**src/rtl/core/bdq_pkg.sv**
```systemverilog
// Package for the bounded deque: sizes, operation and status codes,
// and the request struct that drives the word store.
// No dependencies.
package bdq_pkg;

    // Capacity of the list, 2 to 64 words
    localparam int CAPACITY = 64;
    localparam int SLOT_W   = $clog2(CAPACITY);

    // Field widths
    localparam int WORD_W = 32;
    localparam int KIND_W = 3;
    localparam int CNT_W  = 7;
    localparam int POS_W  = 6;
    localparam int STAT_W = 2;

    // Width of the ring slot sum: front slot plus an offset
    localparam int SUM_W = CNT_W + 1;

    // Operation codes
    localparam logic [KIND_W-1:0] KIND_PUSH_FRONT   = 3'd0;
    localparam logic [KIND_W-1:0] KIND_PUSH_BACK    = 3'd1;
    localparam logic [KIND_W-1:0] KIND_REMOVE_FRONT = 3'd2;
    localparam logic [KIND_W-1:0] KIND_REMOVE_BACK  = 3'd3;
    localparam logic [KIND_W-1:0] KIND_INSERT       = 3'd4;
    localparam logic [KIND_W-1:0] KIND_DUMP         = 3'd5;

    // Status codes
    localparam logic [STAT_W-1:0] ST_OK    = 2'd0;
    localparam logic [STAT_W-1:0] ST_EMPTY = 2'd1;
    localparam logic [STAT_W-1:0] ST_FULL  = 2'd2;
    localparam logic [STAT_W-1:0] ST_RANGE = 2'd3;

    // Store access request: one write port, one read port
    typedef struct packed {
        logic              we;
        logic [SLOT_W-1:0] waddr;
        logic [WORD_W-1:0] wdata;
        logic              re;
        logic [SLOT_W-1:0] raddr;
    } store_req_t;

endpackage

```
**src/rtl/core/bdq_cmd_if.sv**
```systemverilog
// Command channel of the deque: valid/ready plus one operation.
// Depends on bdq_pkg.
interface bdq_cmd_if;
    logic                                  valid;
    logic                                  ready;
    logic [bdq_pkg::KIND_W-1:0]            kind;
    logic signed [bdq_pkg::WORD_W-1:0]     value;
    logic [bdq_pkg::CNT_W-1:0]             count;
    logic [bdq_pkg::POS_W-1:0]             position;

    modport source (output valid, output kind, output value, output count,
                    output position, input ready);
    modport sink   (input valid, input kind, input value, input count,
                    input position, output ready);
endinterface

```
**src/rtl/core/bdq_rsp_if.sv**
```systemverilog
// Response channel of the deque: valid/ready plus one result beat.
// Depends on bdq_pkg.
interface bdq_rsp_if;
    logic                                  valid;
    logic                                  ready;
    logic signed [bdq_pkg::WORD_W-1:0]     word;
    logic [bdq_pkg::STAT_W-1:0]            status;
    logic [bdq_pkg::CNT_W-1:0]             stored;
    logic                                  last;

    modport source (output valid, output word, output status, output stored,
                    output last, input ready);
    modport sink   (input valid, input word, input status, input stored,
                    input last, output ready);
endinterface

```
**src/rtl/core/bdq_slot.sv**
```systemverilog
// Shared ring slot unit: maps an offset from the front to a store slot.
// Depends on bdq_pkg.
module bdq_slot (
    input  logic [bdq_pkg::SLOT_W-1:0] front,
    input  logic [bdq_pkg::CNT_W-1:0]  offset,
    output logic [bdq_pkg::SLOT_W-1:0] slot
);

    logic [bdq_pkg::SUM_W-1:0] sum;
    logic [bdq_pkg::SUM_W-1:0] wrapped;

    // front + offset stays below twice the capacity: one compare and subtract
    always_comb
    begin
        sum     = bdq_pkg::SUM_W'(front) + bdq_pkg::SUM_W'(offset);
        wrapped = sum;
        if (sum >= bdq_pkg::SUM_W'(bdq_pkg::CAPACITY))
        begin
            wrapped = sum - bdq_pkg::SUM_W'(bdq_pkg::CAPACITY);
        end
        slot = wrapped[bdq_pkg::SLOT_W-1:0];
    end

endmodule

```
**src/rtl/core/bdq_store.sv**
```systemverilog
// Word store of the deque: one write port, one read port, registered read.
// Depends on bdq_pkg.
module bdq_store (
    input  logic                       clk,
    input  bdq_pkg::store_req_t        req,
    output logic [bdq_pkg::WORD_W-1:0] rdata
);

    logic [bdq_pkg::WORD_W-1:0] mem [bdq_pkg::CAPACITY];
    logic [bdq_pkg::WORD_W-1:0] rdata_reg;

    // Write port
    always_ff @(posedge clk)
    begin
        if (req.we)
        begin
            mem[req.waddr] <= req.wdata;
        end
    end

    // Read port; data holds until the next read
    always_ff @(posedge clk)
    begin
        if (req.re)
        begin
            rdata_reg <= mem[req.raddr];
        end
    end

    assign rdata = rdata_reg;

endmodule

```
**src/rtl/core/bdq_ctrl.sv**
```systemverilog
// Sequencer of the deque: front/count state, the shared slot unit, the
// insert shift loop, the dump walk and the response register.
// Depends on bdq_pkg, bdq_cmd_if, bdq_rsp_if, bdq_slot.
module bdq_ctrl (
    input  logic                       clk,
    input  logic                       rst_n,
    bdq_cmd_if.sink                    cmd,
    bdq_rsp_if.source                  rsp,
    output bdq_pkg::store_req_t        req,
    input  logic [bdq_pkg::WORD_W-1:0] rdata
);

    localparam logic [2:0] S_IDLE     = 3'd0;
    localparam logic [2:0] S_EXEC     = 3'd1;
    localparam logic [2:0] S_SHIFT_RD = 3'd2;
    localparam logic [2:0] S_SHIFT_WR = 3'd3;
    localparam logic [2:0] S_DUMP_RD  = 3'd4;
    localparam logic [2:0] S_DUMP_OUT = 3'd5;
    localparam logic [2:0] S_RESP     = 3'd6;

    localparam int CNT_W  = bdq_pkg::CNT_W;
    localparam int SLOT_W = bdq_pkg::SLOT_W;

    logic [2:0]                  state_reg, state_next;
    logic [SLOT_W-1:0]           front_reg, front_next;
    logic [CNT_W-1:0]            held_reg, held_next;
    logic [bdq_pkg::KIND_W-1:0]  kind_reg, kind_next;
    logic [bdq_pkg::WORD_W-1:0]  value_reg, value_next;
    logic [CNT_W-1:0]            count_reg, count_next;
    logic [bdq_pkg::POS_W-1:0]   pos_reg, pos_next;
    logic [CNT_W-1:0]            idx_reg, idx_next;
    logic [SLOT_W-1:0]           addr_reg, addr_next;
    logic [SLOT_W-1:0]           rd_addr_reg, rd_addr_next;
    logic [bdq_pkg::STAT_W-1:0]  status_reg, status_next;

    logic                        out_valid_reg, out_valid_next;
    logic [bdq_pkg::WORD_W-1:0]  out_word_reg, out_word_next;
    logic [bdq_pkg::STAT_W-1:0]  out_status_reg, out_status_next;
    logic [CNT_W-1:0]            out_stored_reg, out_stored_next;
    logic                        out_last_reg, out_last_next;

    logic                        out_free;
    logic                        full;
    logic [CNT_W-1:0]            rm_n;
    logic [CNT_W-1:0]            held_left;
    logic [CNT_W-1:0]            pos_next_idx;
    logic [CNT_W-1:0]            offset;
    logic [SLOT_W-1:0]           slot;
    logic                        dump_last;

    // Shared ring slot unit
    bdq_slot u_slot (
        .front  (front_reg),
        .offset (offset),
        .slot   (slot)
    );

    assign cmd.ready    = (state_reg == S_IDLE);
    assign out_free     = !out_valid_reg || rsp.ready;
    assign full         = (held_reg >= CNT_W'(bdq_pkg::CAPACITY));
    assign rm_n         = (count_reg > held_reg) ? held_reg : count_reg;
    assign held_left    = held_reg - rm_n;
    assign pos_next_idx = CNT_W'(pos_reg) + CNT_W'(1);
    assign dump_last    = ((idx_reg + CNT_W'(1)) == held_reg);

    // Offset fed to the slot unit in each state
    always_comb
    begin
        offset = '0;
        unique case (state_reg)
            S_EXEC:
            begin
                case (kind_reg)
                    bdq_pkg::KIND_PUSH_FRONT:   offset = CNT_W'(bdq_pkg::CAPACITY - 1);
                    bdq_pkg::KIND_REMOVE_FRONT: offset = rm_n;
                    default:                    offset = held_reg;
                endcase
            end
            S_SHIFT_RD: offset = idx_reg - CNT_W'(1);
            S_DUMP_RD:  offset = idx_reg;
            default:    offset = '0;
        endcase
    end

    // Sequencer
    always_comb
    begin
        state_next      = state_reg;
        front_next      = front_reg;
        held_next       = held_reg;
        kind_next       = kind_reg;
        value_next      = value_reg;
        count_next      = count_reg;
        pos_next        = pos_reg;
        idx_next        = idx_reg;
        addr_next       = addr_reg;
        rd_addr_next    = rd_addr_reg;
        status_next     = status_reg;
        req             = '0;

        // response register drains on its own
        out_valid_next  = out_valid_reg && !rsp.ready;
        out_word_next   = out_word_reg;
        out_status_next = out_status_reg;
        out_stored_next = out_stored_reg;
        out_last_next   = out_last_reg;

        unique case (state_reg)
            S_IDLE:
            begin
                if (cmd.valid)
                begin
                    kind_next  = cmd.kind;
                    value_next = cmd.value;
                    count_next = cmd.count;
                    pos_next   = cmd.position;
                    state_next = S_EXEC;
                end
            end

            S_EXEC:
            begin
                status_next = bdq_pkg::ST_OK;
                state_next  = S_RESP;
                unique case (kind_reg) inside
                    bdq_pkg::KIND_PUSH_FRONT:
                    begin
                        if (full)
                        begin
                            status_next = bdq_pkg::ST_FULL;
                        end
                        else
                        begin
                            req.we     = 1'b1;
                            req.waddr  = slot;
                            req.wdata  = value_reg;
                            front_next = slot;
                            held_next  = held_reg + CNT_W'(1);
                        end
                    end
                    bdq_pkg::KIND_PUSH_BACK:
                    begin
                        if (full)
                        begin
                            status_next = bdq_pkg::ST_FULL;
                        end
                        else
                        begin
                            req.we    = 1'b1;
                            req.waddr = slot;
                            req.wdata = value_reg;
                            held_next = held_reg + CNT_W'(1);
                        end
                    end
                    bdq_pkg::KIND_REMOVE_FRONT, bdq_pkg::KIND_REMOVE_BACK:
                    begin
                        if (held_reg == '0)
                        begin
                            status_next = bdq_pkg::ST_EMPTY;
                        end
                        else
                        begin
                            if (count_reg > held_reg)
                            begin
                                status_next = bdq_pkg::ST_EMPTY;
                            end
                            if (kind_reg == bdq_pkg::KIND_REMOVE_FRONT)
                            begin
                                front_next = slot;
                            end
                            held_next = held_left;
                            if (held_left == '0)
                            begin
                                front_next = '0;
                            end
                        end
                    end
                    bdq_pkg::KIND_INSERT:
                    begin
                        if (full)
                        begin
                            status_next = bdq_pkg::ST_FULL;
                        end
                        else if (CNT_W'(pos_reg) >= held_reg)
                        begin
                            status_next = bdq_pkg::ST_RANGE;
                        end
                        else
                        begin
                            // slot one past the tail is the first target
                            addr_next  = slot;
                            idx_next   = held_reg;
                            state_next = S_SHIFT_RD;
                        end
                    end
                    bdq_pkg::KIND_DUMP:
                    begin
                        if (held_reg == '0)
                        begin
                            status_next = bdq_pkg::ST_EMPTY;
                        end
                        else
                        begin
                            idx_next   = '0;
                            state_next = S_DUMP_RD;
                        end
                    end
                    default:
                    begin
                        state_next = S_IDLE;
                    end
                endcase
            end

            // Insert: move words up one slot until the gap sits just past the position
            S_SHIFT_RD:
            begin
                if (idx_reg > pos_next_idx)
                begin
                    req.re       = 1'b1;
                    req.raddr    = slot;
                    rd_addr_next = slot;
                    state_next   = S_SHIFT_WR;
                end
                else
                begin
                    req.we     = 1'b1;
                    req.waddr  = addr_reg;
                    req.wdata  = value_reg;
                    held_next  = held_reg + CNT_W'(1);
                    state_next = S_RESP;
                end
            end

            S_SHIFT_WR:
            begin
                req.we     = 1'b1;
                req.waddr  = addr_reg;
                req.wdata  = rdata;
                addr_next  = rd_addr_reg;
                idx_next   = idx_reg - CNT_W'(1);
                state_next = S_SHIFT_RD;
            end

            // Dump: one read, then one beat per word
            S_DUMP_RD:
            begin
                req.re     = 1'b1;
                req.raddr  = slot;
                state_next = S_DUMP_OUT;
            end

            S_DUMP_OUT:
            begin
                if (out_free)
                begin
                    out_valid_next  = 1'b1;
                    out_word_next   = rdata;
                    out_status_next = bdq_pkg::ST_OK;
                    out_stored_next = held_reg;
                    out_last_next   = dump_last;
                    idx_next        = idx_reg + CNT_W'(1);
                    state_next      = dump_last ? S_IDLE : S_DUMP_RD;
                end
            end

            S_RESP:
            begin
                if (out_free)
                begin
                    out_valid_next  = 1'b1;
                    out_word_next   = '0;
                    out_status_next = status_reg;
                    out_stored_next = held_reg;
                    out_last_next   = 1'b1;
                    state_next      = S_IDLE;
                end
            end

            default:
            begin
                state_next = S_IDLE;
            end
        endcase
    end

    // Control state
    always_ff @(posedge clk or negedge rst_n)
    begin
        if (!rst_n)
        begin
            state_reg     <= S_IDLE;
            front_reg     <= '0;
            held_reg      <= '0;
            out_valid_reg <= 1'b0;
        end
        else
        begin
            state_reg     <= state_next;
            front_reg     <= front_next;
            held_reg      <= held_next;
            out_valid_reg <= out_valid_next;
        end
    end

    // Payload and loop registers
    always_ff @(posedge clk)
    begin
        kind_reg       <= kind_next;
        value_reg      <= value_next;
        count_reg      <= count_next;
        pos_reg        <= pos_next;
        idx_reg        <= idx_next;
        addr_reg       <= addr_next;
        rd_addr_reg    <= rd_addr_next;
        status_reg     <= status_next;
        out_word_reg   <= out_word_next;
        out_status_reg <= out_status_next;
        out_stored_reg <= out_stored_next;
        out_last_reg   <= out_last_next;
    end

    assign rsp.valid  = out_valid_reg;
    assign rsp.word   = out_word_reg;
    assign rsp.status = out_status_reg;
    assign rsp.stored = out_stored_reg;
    assign rsp.last   = out_last_reg;

endmodule

```
**src/rtl/core/bounded_deque_with_insert_top.sv**
```systemverilog
// Top level of the bounded deque with insert: sequencer plus word store.
// Depends on bdq_pkg, bdq_cmd_if, bdq_rsp_if, bdq_ctrl, bdq_store.
//
// Holds up to CAPACITY signed 32-bit words as a ring-buffered deque. A command
// beat is taken only while the sequencer is idle; each command runs to the end
// before the next one is taken, while the last response beat may still sit in
// the output register. With the output register free, push, remove, a
// rejected insert and an empty dump pass through the execute state and then
// the response state, where the response beat loads; the sequencer then
// returns to idle for the next command. In an insert the words above the
// position move up one slot at a time, each a read and then a write through
// the store's registered read port and single write port, both addressed by
// the shared slot adder. Dump reads each stored word from the store and then
// loads it into the response register, one beat per word. A beat still held
// in the output register stalls the sequencer until it is taken.
module bounded_deque_with_insert_top (
    input logic       clk,
    input logic       rst_n,
    bdq_cmd_if.sink   cmd,
    bdq_rsp_if.source rsp
);

    bdq_pkg::store_req_t        req;
    logic [bdq_pkg::WORD_W-1:0] rdata;

    bdq_ctrl u_ctrl (
        .clk   (clk),
        .rst_n (rst_n),
        .cmd   (cmd),
        .rsp   (rsp),
        .req   (req),
        .rdata (rdata)
    );

    bdq_store u_store (
        .clk   (clk),
        .req   (req),
        .rdata (rdata)
    );

endmodule

```
**src/flat_wrapper.sv**
```systemverilog
// flat-port wrapper written by rule: the top's interface ports become plain ports
module bounded_deque_with_insert_top_flat 
  (clk, rst_n, cmd_valid, cmd_kind, cmd_value, cmd_count, cmd_position, cmd_ready, rsp_valid, rsp_word, rsp_status, rsp_stored, rsp_last, rsp_ready);
  bdq_cmd_if cmd_i ();
  bdq_rsp_if rsp_i ();
  input logic clk;
  input logic rst_n;
  input wire logic [$bits(cmd_i.valid)-1:0] cmd_valid;
  input wire logic [$bits(cmd_i.kind)-1:0] cmd_kind;
  input wire logic [$bits(cmd_i.value)-1:0] cmd_value;
  input wire logic [$bits(cmd_i.count)-1:0] cmd_count;
  input wire logic [$bits(cmd_i.position)-1:0] cmd_position;
  output wire logic [$bits(cmd_i.ready)-1:0] cmd_ready;
  output wire logic [$bits(rsp_i.valid)-1:0] rsp_valid;
  output wire logic [$bits(rsp_i.word)-1:0] rsp_word;
  output wire logic [$bits(rsp_i.status)-1:0] rsp_status;
  output wire logic [$bits(rsp_i.stored)-1:0] rsp_stored;
  output wire logic [$bits(rsp_i.last)-1:0] rsp_last;
  input wire logic [$bits(rsp_i.ready)-1:0] rsp_ready;
  assign cmd_i.valid = cmd_valid;
  assign cmd_i.kind = cmd_kind;
  assign cmd_i.value = cmd_value;
  assign cmd_i.count = cmd_count;
  assign cmd_i.position = cmd_position;
  assign cmd_ready = cmd_i.ready;
  assign rsp_valid = rsp_i.valid;
  assign rsp_word = rsp_i.word;
  assign rsp_status = rsp_i.status;
  assign rsp_stored = rsp_i.stored;
  assign rsp_last = rsp_i.last;
  assign rsp_i.ready = rsp_ready;
  bounded_deque_with_insert_top u_core (.clk(clk), .rst_n(rst_n), .cmd(cmd_i), .rsp(rsp_i));
endmodule
```
**config.mk**
```make
export PLATFORM = sky130hd
export DESIGN_NAME = bounded_deque_with_insert_top_flat
export DESIGN_NICKNAME = d
export VERILOG_FILES = /design/src/rtl/core/bdq_pkg.sv /design/src/rtl/core/bdq_cmd_if.sv /design/src/rtl/core/bdq_rsp_if.sv /design/src/rtl/core/bdq_slot.sv /design/src/rtl/core/bdq_store.sv /design/src/rtl/core/bdq_ctrl.sv /design/src/rtl/core/bounded_deque_with_insert_top.sv /design/src/flat_wrapper.sv
export SDC_FILE = /design/constraint.sdc
export NUM_CORES = 2
export LEC_CHECK = 0
export ABC_AREA = 1
export BUFFER_PORTS_ARGS = -buffer_cell sky130_fd_sc_hd__buf_2
export CAP_MARGIN = 20
export CELL_PAD_IN_SITES_DETAIL_PLACEMENT = 2
export CELL_PAD_IN_SITES_GLOBAL_PLACEMENT = 2
export CORE_ASPECT_RATIO = 0.7
export CORE_MARGIN = 2
export CORE_UTILIZATION = 44
export DETAILED_ROUTE_END_ITERATION = 7
export GPL_TIMING_DRIVEN = 1
export PLACE_DENSITY = 0.78
export SYNTH_ARGS = -nofsm -noshare
export SYNTH_HDL_FRONTEND = slang
export SYNTH_HIERARCHICAL = 1
export SYNTH_SLANG_ARGS = --single-unit
```
**constraint.sdc**
```tcl
create_clock -name clk -period 8.5 [get_ports clk]
set_input_delay 1.7 -clock clk [delete_from_list [all_inputs] [get_ports clk]]
set_output_delay 1.7 -clock clk [all_outputs]
set_load 0.01 [all_outputs]
```
==> results.toml <==
[sta]
setup_viol = 0
finalMaxSlewViolations = 0
fin_crit_sh_pct = 86.1
setup_tns_ns = 0
hold_violations = 0
relSlewSlack_pct = 13.7
tightest_slew_ns = 1.29
period_minus_slack_ns = 7.32
finClkSkew_ns = 0.0507
fmax_mhz = 137
rsz0062_at_grt = "no"

[cts]
post_cts_buffers = 0
clkTransAtPathRegs_ns = 0.07
clock_sinks = 2208
cts_buffer_depth = 4
cts_tree = "done"
clkLatencyLatePin_ns = 0.89
cts_resized = 0
cts_buffers = 219
htree_num_levels = 4
ctsHoldBuffers = 0
cts_root_buf = "clkbuf_16"

[floorplanning]
die_y_um = 383
die_w_um = 545
ioPinCount = 96
coreArea_sq_um = 203000
start_util_pct = 44.4
die_area_sq_um = 209000
row_count = 138

[power]
power.density_nw_per_um2 = 402
seqPwrFrac_pct = 34.9
vdd_drop_max_mv = 0.276
p_sw_mw = 18.2
swShare_pct = 44.8
comb_power_share_pct = 41.8
power_mw = 40.8
pwr-share-clk_pct = 23.4
p_int_mw = 22.5
p_leak_nw = 36.0

[global_routing]
grt_pass1_vias = 70100
grt_use_met2_pct = 54.5
grt-ovfl-total = 0
grt_first_pass_wirelength_um = 508000
grt.total_usage_pct = 33.9
grt_max_degree = 171
grt_use_met3_pct = 5.71
grt_util_met1_pct = 46.0
antenna_found_initial = 26
gr-max-usage-layer = "met2"

[setup_path]
critPathKind = "reg2reg"
worstPathRequired_ns = 9.09
r2r_end = "u_core/u_store/mem[20][10]"
regToRegStartpoint = "u_core/u_ctrl/held_reg[5]"
cp_cell_sequence = "clkinv_1 > ha_1 > nand2_1 > nor2_1 > nand2_1 > nand2_1 > nand2_1 > inv_1 > nand2_1 > o21ai_2 > nand2_1 > nand2_1 > o221ai_1 > fa_1 > nand3_1 > nand2_1 > xor2_1 > inv_1 > o21ai_0 > nand3_1 > nor2_4 > buf_4"
start_kind = "flop"
crit_fanout = 27
crit_path_frequent_cell = "nand2_1"
ff2ff_path_depth = 22
cp_slowest_cell = "nor2_4"
end_kind = "flop"
rrSetupSlack_ns = 1.18
arrival_ns = 7.91
max_stage_delay_ns = 1.16

[detailed_routing]
avgRoutedWirePerCell_um = 34.2
first_pass_iters = 6
drt_iter0_markers = 9051
vias_per_cell = 6.24
drt_wl_total_um = 358000
drcViolationCount = 0
dr_total_vias = 65300
ant_nets = 0

[logic_synthesis]
synth_fp_nets = 7621
synthesis.area_sq_um = 90200
synthCells = 7531
yosysWarnings = 6
syn_area_per_cell_sq_um = 12.0

[flow_run]
drv_cap = 0

[cells_and_area]
syn_to_final_growth_pct = 12.4
largest_register_ffs = 2048
fill_cells = 19600
drive_gt1_share_pct = 9.16
multi_input_area_sq_um = 22000
register_area_sq_um = 66200
largest_register = "u_core/u_store/mem"
finalNetCount = 7657

[place]
place_hpwl_um = 205000
io_buffers = 95
gp_congestion = 0.880

[status]
outcome = "finished clean"

[hold_path]
hold_path.class = "reg2reg"
min_delay_path_depth = 2
hold_end = "u_core/u_ctrl/front_reg[2]"
hold_start = "u_core/u_ctrl/front_reg[2]"
critical path, delay by kind of cell (launching register included):
family                     cells  cell delay, ns
and+or+nand+nor               12            3.20
buffers and inverters          4            1.18
AOI/OAI and AO/OA              3            0.93
adders and majority gates      2            0.92
DFF                            1            0.45
xor gates and xnor gates       1            0.33
worst max path at each step:
stage / start / end / slack, ns / cells after the start
6_report: u_core/u_ctrl/held_reg[5] / u_core/u_store/mem[20][10] / 1.18 / 22
5_1_grt: u_core/u_ctrl/held_reg[5] / u_core/u_store/mem[20][3] / 0.81 / 22
4_1_cts: u_core/u_ctrl/held_reg[5] / u_core/u_store/mem[21][28] / 1.24 / 22
3_5_place_dp: u_core/u_ctrl/held_reg[5] / u_core/u_store/mem[21][0] / 1.30 / 22
3_3_place_gp: u_core/u_ctrl/held_reg[5] / u_core/u_store/mem[20][27] / 1.75 / 22
2_1_floorplan: u_core/u_ctrl/held_reg[4] / u_core/u_store/mem[48][0] / 1.30 / 21
power by group through the flow:
stage	Sequential [mW]	Clock, mW	Combinational (mW)
after floorplan	14.4	0	8.57
final	14.2	9.53	17.0
after detailed placement	14.4	0	16.3
after CTS	14.2	9.60	16.6
after global placement	14.4	0	15.2
after global routing	14.2	9.95	17.7
routing by layer:
layer | share of wire, % | vias up | routed length [um]
met5 | 0.024 | - | 86
met4 | 4.0 | 12 | 14400
met3 | 9.2 | 714 | 32900
met2 | 47 | 3389 | 170000
met1 | 39 | 34400 | 141000
li1 | - | 26800 | -
area by class of cell:
cell class / instances / share of cell area (%)
repair buffers: 285 / 2.49
flip-flops and latches: 2208 / 65.4
diodes: 3 / 0.00741
inverters: 124 / 0.498
multi-input cells: 4729 / 21.7
clock buffers: 283 / 5.80
well taps: 2730 / 3.37
clock inverters: 102 / 0.753
per-stage QoR:
step	util (%)	instance area, sq um	worst slack (ns)	instances	hold WS, ns
6_report	49.9	101000	1.18	10500	0.514
5_1_grt	49.9	101000	0.810	10500	0.534
4_1_cts	49.8	101000	1.24	10400	0.518
3_5_place_dp	46.5	94400	1.30	10100	0.506
3_3_place_gp	46.4	94200	1.75	10100	0.492
2_1_floorplan	-	90200	1.30	7531	0.420
layout by cell type (no fill, tap or decap), types with 7 or more instances in the layout:
cell type,n
a21oi_1,21
dfrtp_1,17
nand4_1,18
ha_1,36
buf_4,142
inv_1,109
xor2_1,18
clkinv_2,35
o21ai_0,59
nand3_1,1939
nor3_1,9
nor2_4,67
buf_2,95
clkbuf_1,55
o221ai_1,7
nor4_2,8
nand2_1,2388
clkinv_1,53
bufinv_16,12
clkbuf_16,225
nor2_1,65
o211ai_1,9
o21ai_4,32
edfxtp_1,2191
inv_2,7
buf_12,44
o21ai_1,14
Note: power is estimated with default switching activity, not from simulation.
